**config.mk**
```make
export PLATFORM = sky130hd
export DESIGN_NAME = spt_front
export DESIGN_NICKNAME = d
export VERILOG_FILES = /design/src/hw/rtl/spt_pkg.sv /design/src/hw/rtl/spt_front.sv
export SDC_FILE = /design/constraint.sdc
export NUM_CORES = 2
export LEC_CHECK = 0
export BUFFER_PORTS_ARGS = -buffer_cell sky130_fd_sc_hd__buf_4
export CAP_MARGIN = 10
export CORE_ASPECT_RATIO = 2
export CORE_MARGIN = 8
export CORE_UTILIZATION = 58
export DETAILED_ROUTE_END_ITERATION = 8
export PLACE_DENSITY = 0.78
export SLEW_MARGIN = 10
export SYNTH_ARGS = -nofsm -noshare
export SYNTH_HDL_FRONTEND = slang
export SYNTH_SLANG_ARGS = --single-unit
```
**constraint.sdc**
```tcl
create_clock -name i_clk -period 8.5 [get_ports i_clk]
set_input_delay 1.7 -clock i_clk [delete_from_list [all_inputs] [get_ports i_clk]]
set_output_delay 1.7 -clock i_clk [all_outputs]
set_load 0.02 [all_outputs]
```
**src/hw/rtl/spt_pkg.sv**
```systemverilog
// Shared types, constants and widths for the stereo point triangulator.
package spt_pkg;

    localparam int unsigned NumRegs = 7;
    localparam int unsigned IdxW    = 3;
    localparam int unsigned CoordW  = 14;
    localparam int unsigned TagW    = 32;
    localparam int unsigned OutW    = 16;
    // Numerator magnitude bound: 2*(f*b) < 2^28, disparity 14 bits, 2*d 15 bits.
    localparam int unsigned NumW    = 29;
    localparam int unsigned DenW    = 16;
    localparam int unsigned QuoW    = 28;
    localparam int unsigned DefDivSteps = 4;

    typedef enum logic [IdxW-1:0] {
        REG_FOCAL  = 3'd0,
        REG_BASE   = 3'd1,
        REG_CX     = 3'd2,
        REG_CY     = 3'd3,
        REG_JIT    = 3'd4,
        REG_MARGIN = 3'd5,
        REG_WIDTH  = 3'd6
    } t_reg_idx;

    typedef struct packed {
        logic [15:0]       focal;
        logic [10:0]       base;
        logic [CoordW-1:0] cx;
        logic [CoordW-1:0] cy;
        logic [CoordW-1:0] jit;
        logic [CoordW-1:0] margin;
        logic [CoordW-1:0] width;
    } t_cfg;

endpackage

```
**src/hw/rtl/spt_front.sv**
```systemverilog
// Front stages: gating checks, products and rounding numerators.
module spt_front (
    input  logic                        i_clk,
    input  logic                        i_rst_n,
    input  logic                        i_en,
    input  logic                        i_valid,
    input  spt_pkg::t_cfg               i_cfg,
    input  logic [spt_pkg::CoordW-1:0]  i_lx,
    input  logic [spt_pkg::CoordW-1:0]  i_rx,
    input  logic [spt_pkg::CoordW-1:0]  i_ly,
    input  logic [spt_pkg::CoordW-1:0]  i_ry,
    input  logic [spt_pkg::TagW-1:0]    i_tag,
    output logic                        o_valid,
    output logic [spt_pkg::NumW-1:0]    o_num_z,
    output logic [spt_pkg::NumW-1:0]    o_num_x,
    output logic [spt_pkg::NumW-1:0]    o_num_y,
    output logic [spt_pkg::DenW-1:0]    o_den_xz,
    output logic [spt_pkg::DenW-1:0]    o_den_y,
    output logic [2:0]                  o_neg,
    output logic [spt_pkg::TagW-1:0]    o_tag
);
    localparam int unsigned CW = spt_pkg::CoordW;
    localparam int unsigned NW = spt_pkg::NumW;
    localparam int unsigned DW = spt_pkg::DenW;

    // Stage 1: checks, disparity, signed offsets.
    logic              r_v1;
    logic [CW-1:0]     r_d1;
    logic signed [CW+1:0] r_ox1;
    logic signed [CW+2:0] r_oy1;
    logic [15:0]       r_f1;
    logic [10:0]       r_b1;
    logic [spt_pkg::TagW-1:0] r_t1;

    logic signed [CW+1:0] w_hi, w_d, w_dy;
    logic w_ok;
    always_comb begin
        w_hi = $signed({2'b00, i_cfg.width}) - $signed({2'b00, i_cfg.margin});
        w_d  = $signed({2'b00, i_lx}) - $signed({2'b00, i_rx});
        w_dy = $signed({2'b00, i_ly}) - $signed({2'b00, i_ry});
        if (w_dy < 0) w_dy = -w_dy;
        w_ok = (i_lx >= i_cfg.margin) && ($signed({2'b00, i_lx}) <= w_hi)
            && (i_rx >= i_cfg.margin) && ($signed({2'b00, i_rx}) <= w_hi)
            && (w_dy <= $signed({2'b00, i_cfg.jit}))
            && (w_d > $signed((CW+2)'(8)));
    end

    always_ff @(posedge i_clk) begin
        if (!i_rst_n) begin
            r_v1 <= 1'b0;
        end else if (i_en) begin
            r_v1 <= i_valid && w_ok;
        end
    end
    always_ff @(posedge i_clk) begin
        if (i_en) begin
            r_d1  <= w_d[CW-1:0];
            r_ox1 <= $signed({2'b00, i_lx}) - $signed({2'b00, i_cfg.cx});
            r_oy1 <= $signed({3'b000, i_ly}) + $signed({3'b000, i_ry})
                   - $signed({2'b00, i_cfg.cy, 1'b0});
            r_f1  <= i_cfg.focal;
            r_b1  <= i_cfg.base;
            r_t1  <= i_tag;
        end
    end

    // Stage 2: multiplications on magnitudes.
    logic          r_v2;
    logic [CW-1:0] r_d2;
    logic [26:0]   r_pz2, r_px2, r_py2;
    logic [1:0]    r_s2;
    logic [spt_pkg::TagW-1:0] r_t2;
    logic [CW+1:0] w_ax;
    logic [CW+2:0] w_ay;
    always_comb begin
        w_ax = r_ox1[CW+1] ? -r_ox1 : r_ox1;
        w_ay = r_oy1[CW+2] ? -r_oy1 : r_oy1;
    end
    always_ff @(posedge i_clk) begin
        if (!i_rst_n) begin
            r_v2 <= 1'b0;
        end else if (i_en) begin
            r_v2 <= r_v1;
        end
    end
    always_ff @(posedge i_clk) begin
        if (i_en) begin
            r_d2  <= r_d1;
            r_pz2 <= r_f1 * r_b1;
            r_px2 <= 27'(w_ax * r_b1);
            r_py2 <= 27'(w_ay * r_b1);
            r_s2  <= {r_oy1[CW+2], r_ox1[CW+1]};
            r_t2  <= r_t1;
        end
    end

    // Stage 3: rounding numerators 2*mag + den.
    always_ff @(posedge i_clk) begin
        if (!i_rst_n) begin
            o_valid <= 1'b0;
        end else if (i_en) begin
            o_valid <= r_v2;
        end
    end
    always_ff @(posedge i_clk) begin
        if (i_en) begin
            o_num_z  <= NW'({r_pz2, 1'b0}) + NW'(r_d2);
            o_num_x  <= NW'({r_px2, 1'b0}) + NW'(r_d2);
            o_num_y  <= NW'({r_py2, 1'b0}) + NW'({r_d2, 1'b0});
            o_den_xz <= DW'(r_d2);
            o_den_y  <= DW'({r_d2, 1'b0});
            o_neg    <= {r_s2, 1'b0};
            o_tag    <= r_t2;
        end
    end
endmodule

```
# After elaboration in Yosys (flattened, before gate mapping)
# Index checks and enable logic that the tools add are counted.
classes:
  n_addsub: 12
  mul: 3
  div: 0
  n_lt_le_gt_ge: 7
  n_eq_ne: 0
  shifts: 0
  n_mux: 3
  n_bitwise: 0
  reduce_logical: 6
op_table:
  columns: ["cell", "count"]
  rows:
  - ["14-bit by 14-bit subtractor with 15-bit output", 4]
  - ["28-bit by 14-bit adder with 29-bit output", 2]
  - ["16-bit by 11-bit multiplier with 27-bit output", 2]
  - ["16-bit two-way mux", 2]
  - ["15-bit less-or-equal comparator", 2]
  - ["28-bit by 15-bit adder with 29-bit output", 1]
  - ["14-bit greater-or-equal comparator", 2]
  - ["17-bit by 11-bit multiplier with 27-bit output", 1]
  - ["17-bit two-way mux", 1]
  - ["17-bit negator", 1]
  - ["16-bit by 15-bit less-or-equal comparator with 1-bit output", 1]
  - ["15-bit negator with 16-bit output", 1]
  - ["16-bit negator", 1]
  - ["15-bit by 15-bit subtractor with 16-bit output", 1]
  - ["14-bit by 14-bit adder with 15-bit output", 1]
  - ["15-bit by 5-bit > comparator with 1-bit output (second input constant)", 1]
  - ["15-bit by 1-bit < comparator with 1-bit output (second input constant)", 1]
  - ["1-bit logical AND", 6]
totals:
  register_bits: 373
  latchBits: 0
  ram_bits: 0
  rom_bits: 0
  in_bits: 189
  word_cells: 52
  memories: 0

# Depth between registers and ports, before layout
depth:
  ltp_word: 8
  depth_mapped: 28
  depth_no_buf: 26

# Worst setup path before layout
# Ideal clock, no wire load.
synth_timing:
  kind: "flip-flop to flip-flop"
  from: "register r_oy1[2]"
  to: "register r_py2[25] (data pin)"
  setup_time_ns: 0.258
  t_arrival_ns: 6.330
  required_ns: 8.242
  slack_ns: 1.913
  stages_incl_launch_ff: 27
  n_path_buf: 1
  period_less_slack_ns: 6.587
  cell_sequence: "edfxtp_1 -> nor3_1 -> nand2b_1 -> nor2_1 -> nand2_1 -> o41ai_1 -> xnor2_1 -> clkbuf_1 -> nand2_1 -> fa_1 -> fa_1 -> inv_1 -> fa_1 -> fa_1 -> inv_1 -> fa_1 -> inv_1 -> ha_1 -> a21oi_1 -> o22ai_1 -> or3_1 -> o21ai_1 -> o21ai_1 -> a2111oi_0 -> o21bai_1 -> a21oi_1 -> xnor2_1"
synth_between:
  elab_chain_cells: 3
synth_lines:
  columns: ["item", "line_no", "source"]
  rows:
  - ["start: declaration", "spt_front.sv:30", "logic signed [CW+2:0] r_oy1;"]
  - ["start signal: assignment", "spt_front.sv:59", "r_oy1 <= $signed({3'b000, i_ly}) + $signed({3'b000, i_ry})"]
  - ["17-bit negator", "spt_front.sv:77", "w_ay = r_oy1[CW+2] ? -r_oy1 : r_oy1;"]
  - ["17-bit two-way mux *", "spt_front.sv:77", null]
  - ["17-bit by 11-bit multiplier with 27-bit output *", "spt_front.sv:91", "r_py2 <= 27'(w_ay * r_b1);"]
  - ["end signal: assignment", "spt_front.sv:91", null]
  - ["end: declaration", "spt_front.sv:70", "logic [26:0] r_pz2, r_px2, r_py2;"]
# Mark *: on every way between the ends. The rest lies on a longest branch, timed or not.
# A chain may end at the register's enable or synchronous reset.

# Worst setup path in the final report
layout_timing:
  from: "register r_ox1[0]"
  to: "register r_px2[26] (data pin)"
layout_between:
  elab_chain_cells: 3
layout_lines:
  columns: ["item", "line_no", "source"]
  rows:
  - ["start: declaration", "spt_front.sv:29", "logic signed [CW+1:0] r_ox1;"]
  - ["start signal: assignment", "spt_front.sv:58", "r_ox1 <= $signed({2'b00, i_lx}) - $signed({2'b00, i_cfg.cx});"]
  - ["16-bit negator", "spt_front.sv:76", "w_ax = r_ox1[CW+1] ? -r_ox1 : r_ox1;"]
  - ["16-bit two-way mux *", "spt_front.sv:76", null]
  - ["16-bit by 11-bit multiplier with 27-bit output *", "spt_front.sv:90", "r_px2 <= 27'(w_ax * r_b1);"]
  - ["end signal: assignment", "spt_front.sv:90", null]
  - ["end: declaration", "spt_front.sv:70", null]
# Marks and branches as above.

==> impl_metrics.py <==
metrics = {
    "layout": {
        "drive_gt1_share_pct": 11.8,
        "area_growth_syn_to_layout_pct": 12.5,
        "final_util_pct": 65.9,
        "nNetsFinal": 4760,
        "fin_cells": 4606,
    },
    "sta": {
        "finClkSkew_ns": 0.0251,
        "hold_violations": 0,
        "drv_slew": 0,
        "setup_viol": 0,
        "rsz0062_at_grt": "no",
        "period_share_pct": 86.0,
        "final.setup.tns_ns": 0,
        "fmaxAchievable_ghz": 0.137,
        "slew-limit-headroom_pct": 20.2,
        "period_minus_slack_ns": 7.31,
        "worst_slew_pin_slew_ns": 1.20,
    },
    "routing": {
        "routed-via-count": 25700,
        "drtPass1Iterations": 5,
        "drt-initial-drc-count": 1125,
        "drcViolationCount": 0,
        "viasPerCell": 5.59,
        "totalWireLength_um": 87300,
        "wl_per_cell_um": 18.9,
        "antenna_left": 0,
    },
    "floorplan": {
        "start_util_pct": 58.6,
        "die_h_um": 369,
        "rows": 129,
        "fp.dieW_um": 193,
        "io_pins": 344,
        "die_area_sq_um": 71200,
        "coreArea_sq_um": 61800,
    },
    "clocking": {
        "cts_resized": 0,
        "h-tree-depth": 2,
        "postCtsSetupRepairBufs": 0,
        "cts_tree": "done",
        "clockRootBuffer": "clkbuf_16",
        "clk_pin_slew_ns": 0.06,
        "cts_sinks": 368,
        "cts_hold_buffers": 0,
        "cts_buffers": 36,
        "clock_latency_ns": 0.57,
        "cts_buffer_depth": 3,
    },
    "logic_synthesis": {
        "avgSynthCellArea_sq_um": 10.4,
        "yosys.area_share.adder_pct": 35.3,
        "synth.top_cell.area_share_pct": 30.3,
        "yosys.area.top_type": "edfxtp_1",
        "muxShareOfSynthArea_pct": 0.0553,
        "synth_area_sq_um": 36200,
        "synthCells": 3492,
        "synth_top_family_by_area": "adder cells",
        "yosys-top-cells-area": "edfxtp_1 30%, fa_1 22%, ha_1 13%",
        "synth-seq-cells": 368,
        "synth-compound-area-share_pct": 7.70,
        "synthSimpleGateAreaFrac_pct": 13.5,
        "synthFlopType": "edfxtp_1",
        "synth_common_cells": "570 x inv_1, 403 x fa_1, 387 x nand2_1, 377 x ha_1, 365 x edfxtp_1",
        "seq_area_frac_synth_pct": 30.4,
        "async_flop_share_pct": 0,
        "synth-xor-area-share_pct": 5.47,
        "yosys_warnings": 0,
        "synth_edf_count": 365,
        "synth.most_common_cell": "inv_1",
        "ys_types": 73,
    },
    "global_route": {
        "grt_pass1_wl_um": 139000,
        "grt_pass1_vias": 27900,
        "antenna_found_initial": 1,
        "grt_max_degree": 83,
        "gr-total-overflow": 0,
        "grt_use_total_pct": 24.8,
    },
    "worst_setup_path": {
        "required_ns": 8.80,
        "slowest_delay_ns": 0.74,
        "startpoint_type": "flop",
        "path_common_cell": "fa_1",
        "crit_path_max_fanout": 14,
        "cp-end-kind": "flop",
        "slowest_stage": "xnor2_1",
        "path_cells": "inv_1, ha_1, nand2b_1, nand2b_1, o41ai_1, xnor2_1, nand2_1, fa_1, fa_1, inv_1, fa_1, fa_1, fa_1, ha_1, a21o_1, o21bai_1, a2111oi_0, o41ai_1, a31oi_1, o21a_1, o21ai_0, o21a_1, xnor2_1",
        "path_class": "flop to flop",
        "cp_data_arrival_time_ns": 7.62,
    },
    "placement": {
        "dp_cells": 4538,
        "dp_hpwl_um": 71000,
        "io_buffer_count": 337,
        "place_congestion": 0.910,
    },
    "run": {
        "maxCapViolCount": 0,
    },
    "outcome": {
        "status": "completed",
    },
    "hold_path": {
        "hold_class": "flop to flop",
    },
}
critical path, delay by kind of cell (launching register included):
kind	cells	cell delay, ns
buffers and inverters	2	0.14
XOR/XNOR	2	0.85
AND/OR/NAND/NOR	3	0.49
flip-flops	1	0.60
AO/OA/AOI/OAI	9	1.90
adder cells (fa/ha/maj)	7	3.10
final timing paths:
check | from | endpoint | slack (ns) | cells past startpoint
max | r_ox1[0]$_DFFE_PP_ | r_px2[26]$_DFFE_PP_ | 1.19 | 23
min | r_d1[4]$_DFFE_PP_ | r_d2[4]$_DFFE_PP_ | 0.42 | 0
max reg2reg | r_ox1[0]$_DFFE_PP_ | r_px2[26]$_DFFE_PP_ | 1.19 | 23
min reg2reg | r_d1[4]$_DFFE_PP_ | r_d2[4]$_DFFE_PP_ | 0.42 | 0
registers in the layout (all words and copies together), names as in the netlist, 2 cells and up:
| name | flops |
|---|---|
| o_den_y | 13 |
| o_neg | 2 |
| o_num_x | 28 |
| o_num_y | 28 |
| o_num_z | 29 |
| o_tag | 32 |
| r_b1 | 11 |
| r_d1 | 14 |
| r_d2 | 14 |
| r_f1 | 16 |
| r_ox1 | 15 |
| r_oy1 | 16 |
| r_px2 | 27 |
| r_py2 | 27 |
| r_pz2 | 27 |
| r_s2 | 2 |
| r_t1 | 32 |
| r_t2 | 32 |
cells by family after synthesis:
logic type               Yosys count
AND/OR/NAND/NOR                  987
AO/OA/AOI/OAI                    427
multiplexers                       2
other                              2
XOR/XNOR                         226
buffers and inverters            700
flip-flops                       368
adder cells (fa/ha/maj)          780
per-stage QoR:
stage,hold WS [ns],area (sq um),setup WS (ns)
after floorplan,0.400,36300,1.91
after CTS,0.416,40700,1.22
final,0.415,40700,1.19
after global routing,0.424,40700,0.703
after detailed placement,0.405,39500,1.21
after global placement,0.400,39500,1.40
routing by layer:
layer	routed length, um	up-vias	global-route usage, %	share of wire (%)
met3	5370	268	3.67	6.2
li1	-	12000	-	-
met1	29800	12600	25.5	34
met5	0	-	0	0
met2	46800	844	46.6	54
met4	5260	0	13.6	6.0
cell usage in the layout, fill, tap and decap left out, drive strengths merged, types with 94 or more instances in the layout:
cell | Yosys | routed
xnor2 | 180 | 180
fa | 403 | 403
a21oi | 120 | 120
nor2 | 102 | 102
edfxtp | 365 | 365
ha | 377 | 377
o21ai | 94 | 94
inv | 570 | 576
nand2 | 387 | 387
buf | 25 | 366
and2 | 239 | 239
cell type report:
cell class,count,area [sq um]
Tap cell,786,983
Multi-Input combinational cell,2449,22600
Clock buffer,40,937
Inverter,570,2140
Timing Repair Buffer,366,2770
Antenna cell,1,2.50
Clock inverter,26,300
Sequential cell,368,11000
Fill cell,4784,21100
Power is left out: the tool's default activity adds up to more than one toggle a clock period on the data nets, which glitch-free logic cannot reach.
