### src/hw/rtl/spt_pkg.sv
// Shared types, constants and widths for the stereo point triangulator.
package spt_pkg;

    localparam int unsigned NumRegs = 7;
    localparam int unsigned IdxW    = 3;
    localparam int unsigned CoordW  = 14;
    localparam int unsigned TagW    = 32;
    localparam int unsigned OutW    = 16;
    // Numerator magnitude bound: 2*(f*b) < 2^28, disparity 14 bits, 2*d 15 bits.
    localparam int unsigned NumW    = 29;
    localparam int unsigned DenW    = 16;
    localparam int unsigned QuoW    = 28;
    localparam int unsigned DefDivSteps = 4;

    typedef enum logic [IdxW-1:0] {
        REG_FOCAL  = 3'd0,
        REG_BASE   = 3'd1,
        REG_CX     = 3'd2,
        REG_CY     = 3'd3,
        REG_JIT    = 3'd4,
        REG_MARGIN = 3'd5,
        REG_WIDTH  = 3'd6
    } t_reg_idx;

    typedef struct packed {
        logic [15:0]       focal;
        logic [10:0]       base;
        logic [CoordW-1:0] cx;
        logic [CoordW-1:0] cy;
        logic [CoordW-1:0] jit;
        logic [CoordW-1:0] margin;
        logic [CoordW-1:0] width;
    } t_cfg;

endpackage

### src/hw/rtl/spt_divider.sv
// Pipelined restoring divider with round-half-up on magnitudes, several bits per stage.
module spt_divider #(
    parameter int unsigned Steps = spt_pkg::DefDivSteps
) (
    input  logic                       i_clk,
    input  logic                       i_en,
    input  logic [spt_pkg::NumW-1:0]   i_num,
    input  logic [spt_pkg::DenW-1:0]   i_den,
    output logic [spt_pkg::QuoW-1:0]   o_quo
);
    // Computes floor((2*n + den) / (2*den)); i_num here is already 2*n+den.
    localparam int unsigned NW = spt_pkg::NumW;
    localparam int unsigned DW = spt_pkg::DenW + 1;
    localparam int unsigned BitsPer = (NW + Steps - 1) / Steps;
    localparam int unsigned TotBits = BitsPer * Steps;

    logic [TotBits-1:0] r_n   [Steps+1];
    logic [DW-1:0]      r_rem [Steps+1];
    logic [DW-1:0]      r_den [Steps+1];

    always_comb begin
        r_n[0]   = TotBits'(i_num);
        r_rem[0] = '0;
        r_den[0] = {i_den, 1'b0};
    end

    for (genvar s = 0; s < Steps; s++) begin : g_stage
        logic [TotBits-1:0] n_n;
        logic [DW-1:0]      n_rem;
        logic [DW:0]        w_trial;
        logic [DW-1:0]      w_rem;
        logic [TotBits-1:0] w_n;
        always_comb begin
            w_rem = r_rem[s];
            w_n   = r_n[s];
            w_trial = '0;
            for (int k = 0; k < BitsPer; k++) begin
                w_trial = {w_rem, w_n[TotBits-1]} - {1'b0, r_den[s]};
                w_n = {w_n[TotBits-2:0], ~w_trial[DW]};
                if (!w_trial[DW]) begin
                    w_rem = w_trial[DW-1:0];
                end else begin
                    w_rem = {w_rem[DW-2:0], r_n[s][TotBits-1-k]};
                end
            end
            n_n   = w_n;
            n_rem = w_rem;
        end
        always_ff @(posedge i_clk) begin
            if (i_en) begin
                r_n[s+1]   <= n_n;
                r_rem[s+1] <= n_rem;
                r_den[s+1] <= r_den[s];
            end
        end
    end

    assign o_quo = spt_pkg::QuoW'(r_n[Steps]);
endmodule

### config.mk
export PLATFORM = sky130hd
export DESIGN_NAME = spt_divider
export DESIGN_NICKNAME = d
export VERILOG_FILES = /design/src/hw/rtl/spt_pkg.sv /design/src/hw/rtl/spt_divider.sv
export SDC_FILE = /design/constraint.sdc
export NUM_CORES = 1
export LEC_CHECK = 0
export ABC_AREA = 1
export BUFFER_PORTS_ARGS = -buffer_cell sky130_fd_sc_hd__buf_4
export CAP_MARGIN = 30
export CORE_AREA = 2 2 233 235
export CTS_CLUSTER_DIAMETER = 200
export DETAILED_ROUTE_END_ITERATION = 10
export DIE_AREA = 0 0 235 237
export GPL_TIMING_DRIVEN = 1
export PLACE_DENSITY_LB_ADDON = 0.08
export SETUP_SLACK_MARGIN = 0.3
export SLEW_MARGIN = 0
export SYNTH_ARGS = -nofsm -noshare
export SYNTH_HDL_FRONTEND = slang
export SYNTH_SLANG_ARGS = --single-unit
### constraint.sdc
create_clock -name i_clk -period 23.1 [get_ports i_clk]
set_input_delay 2.31 -clock i_clk [delete_from_list [all_inputs] [get_ports i_clk]]
set_output_delay 2.31 -clock i_clk [all_outputs]
set_load 0.005 [all_outputs]
### After elaboration in Yosys (flattened, before gate mapping)

Cells that the tools add are included.

* add/sub/neg operators: 32
* muxes and demuxes: 31
* bitwise gates (word level): 32

Operator list (count)
* $sub 18x17->18: 31
* $mux 17: 31
* $not 1->1: 32
* $sub 1x17->18 const A: 1

* word-level logic and storage cells: 105
* bits of input ports: 47
* register bits after elaboration: 223

### Depth between registers and ports, before layout

Gate-level depths: netlist of run 1.

* depth in word-level cells: 16
* gate-level depth with buffers: 139
* gate-level depth less buffers: 132

### Worst setup path before layout of run 1

No wires, ideal clock.

* kind: reg2reg
* start: register r_den[53] (netlist name)
* end: register r_n (netlist bit g_stage[2].n_n[8]), data pin
* path slack: 4616 ps
* library setup time: 253 ps
* path buffers: 9
* stages on the path, launching flop included: 129
* arrival: 18231 ps
* data required time: 22847 ps
* cell sequence: edfxtp_1 -> inv_1 -> fa_1 -> nand2_1 -> nand2_1 -> nand3_1 -> nand2_1 -> nand2_2 -> nand2_2 -> nand2_2 -> nand2_4 -> inv_4 -> clkbuf_1 -> clkbuf_1 -> o21ai_0 -> ha_1 -> nand2_1 -> nand2_1 -> (+93 left out) -> a21o_1 -> a21oi_1 -> o21ai_0 -> nand3_1 -> nand2_1 -> nand3_1 -> nand2_1 -> nand3_1 -> nand2_1 -> nand3_1 -> nand2_1 -> a21oi_1 -> inv_1 -> a21oi_1 -> inv_1 -> nand3_4 -> buf_4 -> nand2_1

* word-level cells in the longest chain between the ends: 16

Ends and longest elaborated chain
* from (decl): line spt_divider.sv:19 `logic [DW-1:0] r_den [Steps+1];`
* from (signal, indexed assignment): line spt_divider.sv:53 `r_den[s+1] <= r_den[s];`
* $sub 18x17->18: line spt_divider.sv:38 `w_trial = {w_rem, w_n[TotBits-1]} - {1'b0, r_den[s]};`
* $mux 17: line spt_divider.sv:40 `if (!w_trial[DW]) begin`
* $sub 18x17->18: line spt_divider.sv:38
* $mux 17: line spt_divider.sv:40
* $sub 18x17->18: line spt_divider.sv:38
* $mux 17: line spt_divider.sv:40
* $sub 18x17->18: line spt_divider.sv:38
* $mux 17: line spt_divider.sv:40
* $sub 18x17->18: line spt_divider.sv:38
* $mux 17: line spt_divider.sv:40
* $sub 18x17->18: line spt_divider.sv:38
* $mux 17: line spt_divider.sv:40
* $sub 18x17->18: line spt_divider.sv:38
* $mux 17: line spt_divider.sv:40
* $sub 18x17->18 *: line spt_divider.sv:38
* $not 1->1 *: line spt_divider.sv:39 `w_n = {w_n[TotBits-2:0], ~w_trial[DW]};`
* named net g_stage[1].n_n[0]: line spt_divider.sv:28 `logic [TotBits-1:0] n_n;`
* to (signal, indexed assignment): line spt_divider.sv:51 `r_n[s+1] <= n_n;`
* to (decl): line spt_divider.sv:17 `logic [TotBits-1:0] r_n [Steps+1];`

The timed path passes the listed nets; every way through them passes the cells marked *.
A chain may end at the register's enable or synchronous reset.

### Worst setup path after layout of run 1

* start: register r_den[18] (netlist name)
* end: register r_n (netlist bit o_quo[0]), data pin

* word-level cells in the longest chain between the ends: 16

Ends and longest elaborated chain (line)
* $sub 18x17->18: spt_divider.sv:38
* $mux 17: spt_divider.sv:40
* $sub 18x17->18: spt_divider.sv:38
* $mux 17: spt_divider.sv:40
* $sub 18x17->18: spt_divider.sv:38
* $mux 17: spt_divider.sv:40
* $sub 18x17->18: spt_divider.sv:38
* $mux 17: spt_divider.sv:40
* $sub 18x17->18: spt_divider.sv:38
* $mux 17: spt_divider.sv:40
* $sub 18x17->18: spt_divider.sv:38
* $mux 17: spt_divider.sv:40
* $sub 18x17->18: spt_divider.sv:38
* $mux 17: spt_divider.sv:40
* $sub 18x17->18 *: spt_divider.sv:38
* $not 1->1 *: spt_divider.sv:39
* named net g_stage[3].n_n[0]: spt_divider.sv:28

Marks and branches as above.

==> summary by stage, run 1 <==
GRT
The number of antenna violations at the first check in global routing is 0. Across every metal layer, demand over resource in global routing totals 29.9%. The pin count of the biggest net entering global routing is 88.

The number of global-route vias before repair is 29047. The first global-routing pass estimated 140000 um of wire. Global routing finished with a remaining overflow of 0.

Drt
The number of antenna-violating nets in the routed design is 0. The violation count after the first detailed-route iteration is 2146. The final layout contains routed wiring with a total length of 85500 um.

The number of iterations in the first detailed-routing pass is 6. The per-cell routed wire length is 15.4 um. In the routed design, unresolved DRC markers number 0.

The number of vias per cell is 5.72. For this block, the via count after detailed routing is 31703.

Setup path
The critical path in this run is classified as flop to flop. Data on the critical path arrives at its endpoint at 21.31 ns. Counting stages on the worst path, the most repeated cell is sky130_fd_sc_hd__nand2_1.

The required time at the endpoint of the critical path is 23.44 ns. The worst setup path is launched from a flop. The worst-case reg-to-reg path depth is 110. The maximum fanout along the worst path is 31. The cell at the slowest stage of the critical path is sky130_fd_sc_hd__edfxtp_1. The endpoint type of the worst setup path is a flop. On the worst path, the slowest cell contributes a delay of 0.59 ns.

Synth
In the post-synthesis netlist, the biggest area contributors are sky130_fd_sc_hd__edfxtp_1, sky130_fd_sc_hd__ha_1, sky130_fd_sc_hd__nand2_1. The share of the synthesized area in the top cell type is 18.3%. Counting flops with a built-in enable in the synthesized netlist gives 208. The share of the yosys chip area belonging to registers is 18.3%. Summing every instance area after synthesis gives 0.0342 sq mm. Counting distinct cell types in the post-synthesis netlist gives 62. After synthesis, the mean cell area works out to 7.11 sq um. The fraction of registers with async set/reset is 0%. After technology mapping, the gate count stands at 4811. The total number of yosys warnings is 0.

Counting flops and latches in the post-synthesis netlist gives 208. In the synthesized netlist the dominant register cell turns out to be sky130_fd_sc_hd__edfxtp_1. The dominant cell type by area after synthesis is sky130_fd_sc_hd__edfxtp_1.

Timing
Static timing analysis puts the maximum clock frequency at 0.0477 GHz. The final hold violation count is 0. The worst setup skew after layout is 0.0122 ns.

The worst pin sits at a relative slew slack of 35.2%. Setup violations remaining at the end of the flow were counted as 0. The final number of max-transition violations came to 0. The slew at the pin with the worst max-slew slack is 0.971 ns. Adding up every negative setup slack in the final design gives 0 ns. Setup repair after global routing could not meet its margin everywhere.

The time the worst path needs with I/O delays and setup is 20.98 ns. After layout, the worst setup slack is 2.12 ns. The final critical path takes up 90.8% of the cycle. The worst slack on hold paths is 0.416 ns.

Flow run
The max-capacitance violation count is 0.

Final layout
The repair_antennas step left the layout with diodes totalling 0. The number of nets in the final layout is 5393. From synthesis to final layout, the design area changed by 5.12%. Cells with a size suffix above 1 make up 7.78% of the layout.

Worst hold path
The worst hold path class is flop to flop. Counting instances, the worst hold path has a depth of 0.

Clock tree
The clock tree root buffer cell is sky130_fd_sc_hd__clkbuf_16. Counting the buffers created by CTS gives 26. The buffer depth of the longest clock path is 3. TritonCTS built the clock tree. After clock tree synthesis, the clock-pin slew on the worst setup and hold paths is 0.06 ns. The number of H-tree branching levels is 1. The insertion delay of the later-clocked pin in the worst-skew pair is 0.58 ns. The number of clock sinks is 208.

Placement
The worst slack at placement is 1.22 ns. In this run the tool buffered the top-level ports with 73 buffer cells. Detailed placement finished with a half-perimeter wire length of 67900 um. The final weighted congestion in routability-driven placement is 0.951.

Floorplan
In this run the core area contains 85 standard-cell rows. The die outline height is 237 um. The number of placed I/O pins is 75.

The area of the core region is 0.0533 sq mm. The effective utilization at floorplan is 64.2%. The floorplan step set the die width to 235 um. The floorplan step defined a die boundary enclosing 0.0557 sq mm.

Run status
The flow ran to the end, and the final reports show no timing, DRC or antenna violations.
[cells by family after synthesis]
| kind of cell | Yosys count | synth area share (%) |
|---|---|---|
| buffers and inverters | 695 | 8.57 |
| other | 1 | 0.0110 |
| flip-flops | 208 | 18.3 |
| AND/OR/NAND/NOR | 1831 | 24.4 |
| adder cells (fa/ha/maj) | 522 | 19.7 |
| AO/OA/AOI/OAI | 1165 | 19.1 |
| XOR/XNOR | 389 | 9.96 |
[registers in the layout, indices dropped and copies added, names as in the netlist]
| register | cells |
|---|---|
| g_stage.n_n | 58 |
| o_quo | 28 |
| r_den | 48 |
| r_n | 23 |
| r_rem | 51 |
[cell usage in the layout (no fill, tap or decap), types with 23 or more instances in the layout]
cell / instances
sky130_fd_sc_hd__nand4_1: 26
sky130_fd_sc_hd__nand3_1: 297
sky130_fd_sc_hd__xor2_1: 251
sky130_fd_sc_hd__edfxtp_1: 208
sky130_fd_sc_hd__o21ai_1: 108
sky130_fd_sc_hd__a31oi_1: 39
sky130_fd_sc_hd__xnor2_1: 138
sky130_fd_sc_hd__inv_2: 23
sky130_fd_sc_hd__nor2_1: 171
sky130_fd_sc_hd__o21ai_2: 51
sky130_fd_sc_hd__clkbuf_16: 27
sky130_fd_sc_hd__a21oi_1: 438
sky130_fd_sc_hd__or2_2: 25
sky130_fd_sc_hd__nand3_2: 47
sky130_fd_sc_hd__nor3_1: 50
sky130_fd_sc_hd__nand2_1: 1075
sky130_fd_sc_hd__nand2_2: 46
sky130_fd_sc_hd__fa_1: 28
sky130_fd_sc_hd__o21bai_1: 52
sky130_fd_sc_hd__inv_1: 566
sky130_fd_sc_hd__ha_1: 494
sky130_fd_sc_hd__o21ai_0: 362
sky130_fd_sc_hd__buf_4: 81
[path summary, 6_finish.rpt]
check / from / end / slack [ns]
setup / recovery: r_den[18] / o_quo[0] / 2.12
hold / removal: g_stage[1].n_n[10] / g_stage[2].n_n[18] / 0.42
setup reg to reg: r_den[18] / o_quo[0] / 2.12
hold reg to reg: g_stage[1].n_n[10] / g_stage[2].n_n[18] / 0.42
[cells in the mapped netlist (all sizes together), types with 27 or more instances]
library cell / number
or2: 27
a21oi: 445
nand4: 27
o21bai: 52
ha: 494
o21ai: 523
edfxtp: 208
xor2: 251
inv: 592
nor3: 51
nor2: 173
fa: 28
buf: 78
nand2: 1144
nand3: 356
xnor2: 138
a31oi: 39
[final cells by class]
type                            count  area, sq um
Fill cell                        4819        17300
Tap cell                          696          871
Clock inverter                     16          169
Inverter                          592         2230
Clock buffer                       31          691
Timing Repair Buffer               82          623
Multi-Input combinational cell   3914        25100
Sequential cell                   208         6250
[metal layers]
metal / GRT usage [%] / wire length [um]
met1: 40.7 / 40000
met2: 50.0 / 38600
met3: 3.47 / 4480
met4: 8.69 / 2410
met5: 0 / 0
[metrics by stage]
step,util (%),instances,area [sq um]
floorplan,-,4817,34200
global placement,65.7,5489,35000
detailed placement,65.7,5489,35000
CTS,67.3,5536,35900
global route,67.5,5539,36000
finish,67.5,5539,36000
[worst max-delay path, delay by kind of cell (launching register included)]
kind	cells	cell delay, ns
and+or+nand+nor	45	6.80
AOI/OAI and AO/OA	44	8.47
buffers and inverters	12	1.32
adders and majority gates	9	3.48
DFF	1	0.59
[timing repair]
item                                    4_1_cts  5_1_grt
hold buffers                                  0        0
gates resized for setup                       0       21
endpoints found under the setup margin        0       52
buffers inserted                              0        3
Power of run 1 is left out: the tool's default activity adds up to more than one toggle a clock period on the data nets, which glitch-free logic cannot reach.
==> inputs of run 2 (changes only) <==
--- a/config.mk
+++ b/config.mk
@@ -8,10 +8,10 @@
 export ABC_AREA = 1
 export BUFFER_PORTS_ARGS = -buffer_cell sky130_fd_sc_hd__buf_4
 export CAP_MARGIN = 30
-export CORE_AREA = 2 2 233 235
+export CORE_AREA = 2 2 231 233
 export CTS_CLUSTER_DIAMETER = 200
 export DETAILED_ROUTE_END_ITERATION = 10
-export DIE_AREA = 0 0 235 237
+export DIE_AREA = 0 0 233 235
 export GPL_TIMING_DRIVEN = 1
 export PLACE_DENSITY_LB_ADDON = 0.08
 export SETUP_SLACK_MARGIN = 0.3
==> run 2 against run 1 <==
Against the previous run:
- cell count hardly changed
- via count is 0.22% higher
- clock-buffer cell count stayed put
==> summary by stage, run 2 (synthesized netlist as in run 1, its figures left out) <==
Timing
The final period utilization is 90.4%. The timing-limited maximum frequency is 0.0479 GHz. The final setup TNS is 0 ns.

The final number of max-transition violations is 0. The final hold violation count is 0. The final number of setup-violating endpoints is 0.

Setup repair after global routing left no endpoint under its margin. The worst max-slew margin expressed relative to the limit is 37.8%. The worst path meets setup with 2.23 ns of slack.

The time the worst path needs with I/O delays and setup is 20.87 ns. Across the routed clock network, the largest skew measured is 0.0225 ns. For the pin with the worst max-slew slack, the measured transition is 0.932 ns.

Floorplan
The die is 233 um wide. The die outline height is 235 um. The region available for standard cell placement spans 0.0522 sq mm. In this run the count of I/O pins placed on the die edge is 75. The area of the die is 0.0548 sq mm. For this configuration, the core starts out at a cell density of 65.5%.

In this run the core area contains 84 standard-cell rows.

Clock tree
In this run, post-CTS hold repair placed 0 buffers. The clock passes through at most 3 buffers. The insertion delay of the later-clocked pin in the worst-skew pair is 0.59 ns. CTS saw 208 sinks. The clock tree root buffer cell is sky130_fd_sc_hd__clkbuf_16. TritonCTS built the clock tree.

After clock tree synthesis, the clock-pin slew on the worst setup and hold paths is 0.06 ns. The number of buffers inserted during clock tree synthesis is 27. The number of H-tree branching levels is 1.

Placement
The placed wire-length estimate is 67800 um. The total of buffers placed on input and output ports is 73. The congestion estimate from routability-driven global placement came to 0.948. The worst slack at placement is 1.25 ns.

GRT
The pin count of the biggest net entering global routing is 76. The routing usage on met2 is 50.7%. The layer flagged by global routing as most heavily used is met2. The met1 usage in global routing is 41.6%. The overall overflow remaining after global route is 0.

The met3 usage is 3.41%. The number of global-route vias before repair is 28738. Global routing consumed, over all layers together, 30.4% of the routing resources. The first global-routing pass estimated 139000 um of wire. The number of antenna violations at the first check in global routing is 2.

Worst hold path
The startpoint of the tightest hold check path is g_stage[1].n_n[10]. The tightest min-delay check is of the flop to flop type.

Drt
The number of antenna-violating nets in the routed design is 0. The violation count after the first detailed-route iteration is 2204. Detailed routing inserted a total of 31773 vias. The per-cell routed wire length is 15.5 um. The final routed DRC violation total is 0. The wire length reported by the detailed router is 85600 um. The number of iterations in the first detailed-routing pass is 6. After detailed routing, the number of vias per cell comes to 5.73.

Final layout
The fraction of layout instances using a drive strength above 1 is 8.00%. The area overhead of the layout relative to synthesis is 5.21%. The share of the core filled with cells in the final layout is 68.9%. The leading cell type in the layout, fill and taps excluded is sky130_fd_sc_hd__nand2_1.

After the last flow step, the layout net total stands at 5402. The flip-flop count of the largest register after layout is 58. The number of fillers in the final layout is 4635. The top cell types in the final layout, fill and taps aside, are sky130_fd_sc_hd__nand2_1, sky130_fd_sc_hd__inv_1, sky130_fd_sc_hd__ha_1, sky130_fd_sc_hd__a21oi_1, sky130_fd_sc_hd__o21ai_0.

Setup path
The arrival time of the worst setup path is 21.21 ns. The most numerous cell type found on the critical path is sky130_fd_sc_hd__nand2_1. The worst setup path is captured at a flop.

The cell at the slowest stage of the critical path is sky130_fd_sc_hd__nand2_2. The nature of the critical path startpoint is a primary input. The largest stage delay on the critical path is 0.51 ns.

In this run the worst path has a maximum fanout of 31. The launch point of the worst reg-to-reg path is r_den[29]. The required time at the endpoint of the critical path is 23.44 ns. The kind of critical path is primary input to flop. Tracing the worst setup path back leads to its startpoint at i_den[1].

Flow run
The max-capacitance violation count is 0.

Run status
The flow ran to the end, and the final reports show no timing, DRC or antenna violations.
run 2: timing repair:
action                                  in CTS  in global routing
endpoints found under the setup margin       0                 46
buffers inserted                             0                 11
resized for setup                            0                 29
run 2: routing by layer:
metal,up-vias,wire [um]
li1,16500,-
met1,14436,39900
met2,707,38900
met3,130,4650
met4,0,2180
met5,-,0
run 2: final timing paths:
kind                        endpoint  slack [ns]  cells past startpoint
hold / removal    g_stage[2].n_n[18]        0.42                      0
setup reg to reg            o_quo[0]        2.30                    110
setup / recovery           r_rem[60]        2.23                    105
hold reg to reg   g_stage[2].n_n[18]        0.42                      0
run 2: layout make-up:
class	instances	area [sq um]	share of cell area (%)
Antenna cell	2	5.00	0.0139
Sequential cell	208	6250	17.4
Inverter	592	2240	6.22
Clock inverter	17	130	0.361
Clock buffer	31	691	1.92
Multi-Input combinational cell	3914	25100	69.8
Timing Repair Buffer	90	683	1.90
Tap cell	688	861	2.39
run 2: through the flow:
step | hold slack, ns | area, sq um | std cells
3_5_place_dp | 0.405 | 35000 | 5481
3_3_place_gp | 0.401 | 35000 | 5481
4_1_cts | 0.418 | 35800 | 5529
6_report | 0.418 | 36000 | 5542
2_1_floorplan | 0.400 | 34200 | 4817
5_1_grt | 0.419 | 36000 | 5542
run 2: worst max-delay path, delay by kind of cell:
kind,cells,cell delay (ns)
adders and majority gates,8,2.79
AOI/OAI and AO/OA,40,8.29
buffers and inverters,14,1.49
and+or+nand+nor,43,6.19
Power of run 2 is left out for the same reason.
==> inputs of run 3 (changes only) <==
--- a/config.mk
+++ b/config.mk
@@ -14,6 +14,7 @@
 export DIE_AREA = 0 0 233 235
 export GPL_TIMING_DRIVEN = 1
 export PLACE_DENSITY_LB_ADDON = 0.08
+export REMOVE_ABC_BUFFERS = 1
 export SETUP_SLACK_MARGIN = 0.3
 export SLEW_MARGIN = 0
 export SYNTH_ARGS = -nofsm -noshare
==> run 3 against run 2 <==
Against the previous run:
- setup slack got worse by 0.13 ns
- critical path depth is 4 higher
- final area is 0.31% lower
- first-iteration DRC count fell by 15%
- die area did not move
- global-route usage is 0.31 points lower
- hold slack worse by 0.0064 ns
- non-clock buffer count is 3 lower
- wire length down 2.7%
- clock-buffer cell count decreased by 5
- largest cell class unchanged
- highest routed layer unchanged
==> summary by stage, run 3 (synthesized netlist as in run 1, its figures left out) <==
Run status
The flow ran to the end, and the final reports show no timing, DRC or antenna violations.

Drt
The via count of the routed design is 31561. The violation count after the first detailed-route iteration is 1876. The number of vias per cell is 5.70. The number of iterations in the first detailed-routing pass is 6. After detailed routing, the average wire length per cell comes to 15.1 um. The number of antenna-violating nets in the routed design is 0. The final routed DRC violation total is 0.

Summed over all layers, the routed wires come to 83300 um.

Clock tree
The clock transition at the registers of the reported paths is 0.06 ns. The insertion delay of the later-clocked pin in the worst-skew pair is 0.58 ns. The number of buffers inserted during clock tree synthesis is 25.

The buffer depth of the longest clock path is 3. CTS built an H-tree with a depth of 1. TritonCTS built the clock tree.

The clock tree root buffer cell is sky130_fd_sc_hd__clkbuf_16. The number of clock sinks is 208.

Flow run
The max-capacitance violation count is 0.

Timing
The timing-limited maximum frequency is 0.0476 GHz. The final hold violation count is 0. In the finished design, the share of the clock period the worst path needs comes to 90.9%. Headroom to the max-slew limit came out at 37.1%. Setup violations remaining at the end of the flow were counted as 0.

At the pin with the least slew margin, the transition time is 0.943 ns. The clock arrives with 0.0225 ns of skew. After layout, the minimum clock period comes to 21.01 ns. Setup total negative slack on the finished layout was measured at 0 ns.

Setup repair after global routing left no endpoint under its margin. The final number of max-transition violations was 0.

GRT
Global routing finished with a remaining overflow of 0. The first global-routing pass estimated 138000 um of wire. For this run, the total global-route usage over all layers was measured as 30.1%. The number of antenna violations at the first check in global routing is 0. The number of global-route vias before repair is 29270. Entering global routing, the biggest net connects 74 pins.

Placement
The placed wire-length estimate is 67600 um. Routability-driven placement finished with a final weighted congestion of 0.940. The total of buffers placed on input and output ports is 73.

Worst hold path
Along the worst hold path, the cell count comes to 0. The worst hold path belongs to the class flop to flop.

Floorplan
The width of the die is 233 um. The area of the core region is 0.0522 sq mm. For this configuration, the core starts out at a cell density of 65.5%.

The die covers 0.0548 sq mm. In this run the vertical extent of the chip is 235 um. The number of core rows is 84. 75 I/O pins were placed.

Final layout
The area overhead of the layout relative to synthesis is 4.89%. Summing all flip-flop and latch instances after layout gives 0.00625 sq mm. The area used by multi-input combinational logic is 0.0251 sq mm. The number of fillers in the final layout is 4669. Leaving out fill and tap cells, the most frequent cells in the layout are sky130_fd_sc_hd__nand2_1, sky130_fd_sc_hd__inv_1, sky130_fd_sc_hd__ha_1, sky130_fd_sc_hd__a21oi_1, sky130_fd_sc_hd__o21ai_0. The number of nets in the final layout is 5397. The library cell used most frequently in the layout, excluding fill and tap cells, is sky130_fd_sc_hd__nand2_1. The post-route netlist has 7.94% of its cells at a drive strength greater than 1. The register with the most flip-flops in the layout has 58 of them. The total inserted antenna cells is 0.

Setup path
The worst-case reg-to-reg path depth is 109. On the worst path, the slowest cell contributes a delay of 0.53 ns. The required time at the endpoint of the critical path is 23.42 ns.

The endpoint type of the worst setup path is a flop. The critical path's most frequent cell is sky130_fd_sc_hd__nand2_1. The nature of the critical path startpoint is a flop. The slowest stage of the critical path belongs to the cell sky130_fd_sc_hd__fa_1. The maximum fanout along the worst path is 31. The setup path with the least slack is of type flop to flop. Data on the critical path arrives at its endpoint at 21.33 ns.
==> run 3: path summary, 6_finish.rpt <==
| check | startpoint | to | slack [ns] |
|---|---|---|---|
| max reg2reg | r_den[36] | r_rem[18] | 2.09 |
| min reg2reg | g_stage[2].n_n[16] | g_stage[3].n_n[24] | 0.41 |
| min | g_stage[2].n_n[16] | g_stage[3].n_n[24] | 0.41 |
| max | r_den[36] | r_rem[18] | 2.09 |
==> run 3: per-stage QoR <==
step	instances	utilization [%]	cell area, sq um	hold WS, ns	setup slack, ns
floorplan	4714	-	33500	0.400	4.96
global placement	5482	67.0	35000	0.400	1.57
detailed placement	5482	67.0	35000	0.405	1.33
CTS	5528	68.5	35800	0.415	1.26
global route	5535	68.7	35900	0.415	0.311
finish	5535	68.7	35900	0.411	2.09
==> run 3: layout make-up <==
cell class	instances	area share [%]
Timing Repair Buffer	87	1.84
Multi-Input combinational cell	3914	70.0
Sequential cell	208	17.4
Clock buffer	26	1.75
Clock inverter	20	0.352
Inverter	592	6.23
Tap cell	688	2.40
==> run 3: per-layer routing <==
| layer | up-vias | track usage, % | part of all wire [%] |
|---|---|---|---|
| met3 | 160 | 3.54 | 5.8 |
| met1 | 14144 | 40.1 | 45 |
| met5 | - | 0 | 0 |
| met2 | 752 | 50.6 | 45 |
| met4 | 0 | 9.88 | 3.3 |
| li1 | 16505 | - | - |
==> run 3: worst max-delay path: cells and delay by family (launching register included) <==
| family | cells | cell delay (ns) |
|---|---|---|
| adders and majority gates | 8 | 3.44 |
| and+or+nand+nor | 48 | 7.32 |
| buffers and inverters | 20 | 2.55 |
| DFF | 1 | 0.32 |
| AOI/OAI and AO/OA | 33 | 7.04 |
==> run 3: timing repair <==
item                                    in CTS  in global routing
hold buffers                                 0                  0
buffers inserted                             0                  7
gates resized for setup                      0                 21
endpoints found under the setup margin       0                 47
Power of run 3 is left out for the same reason.
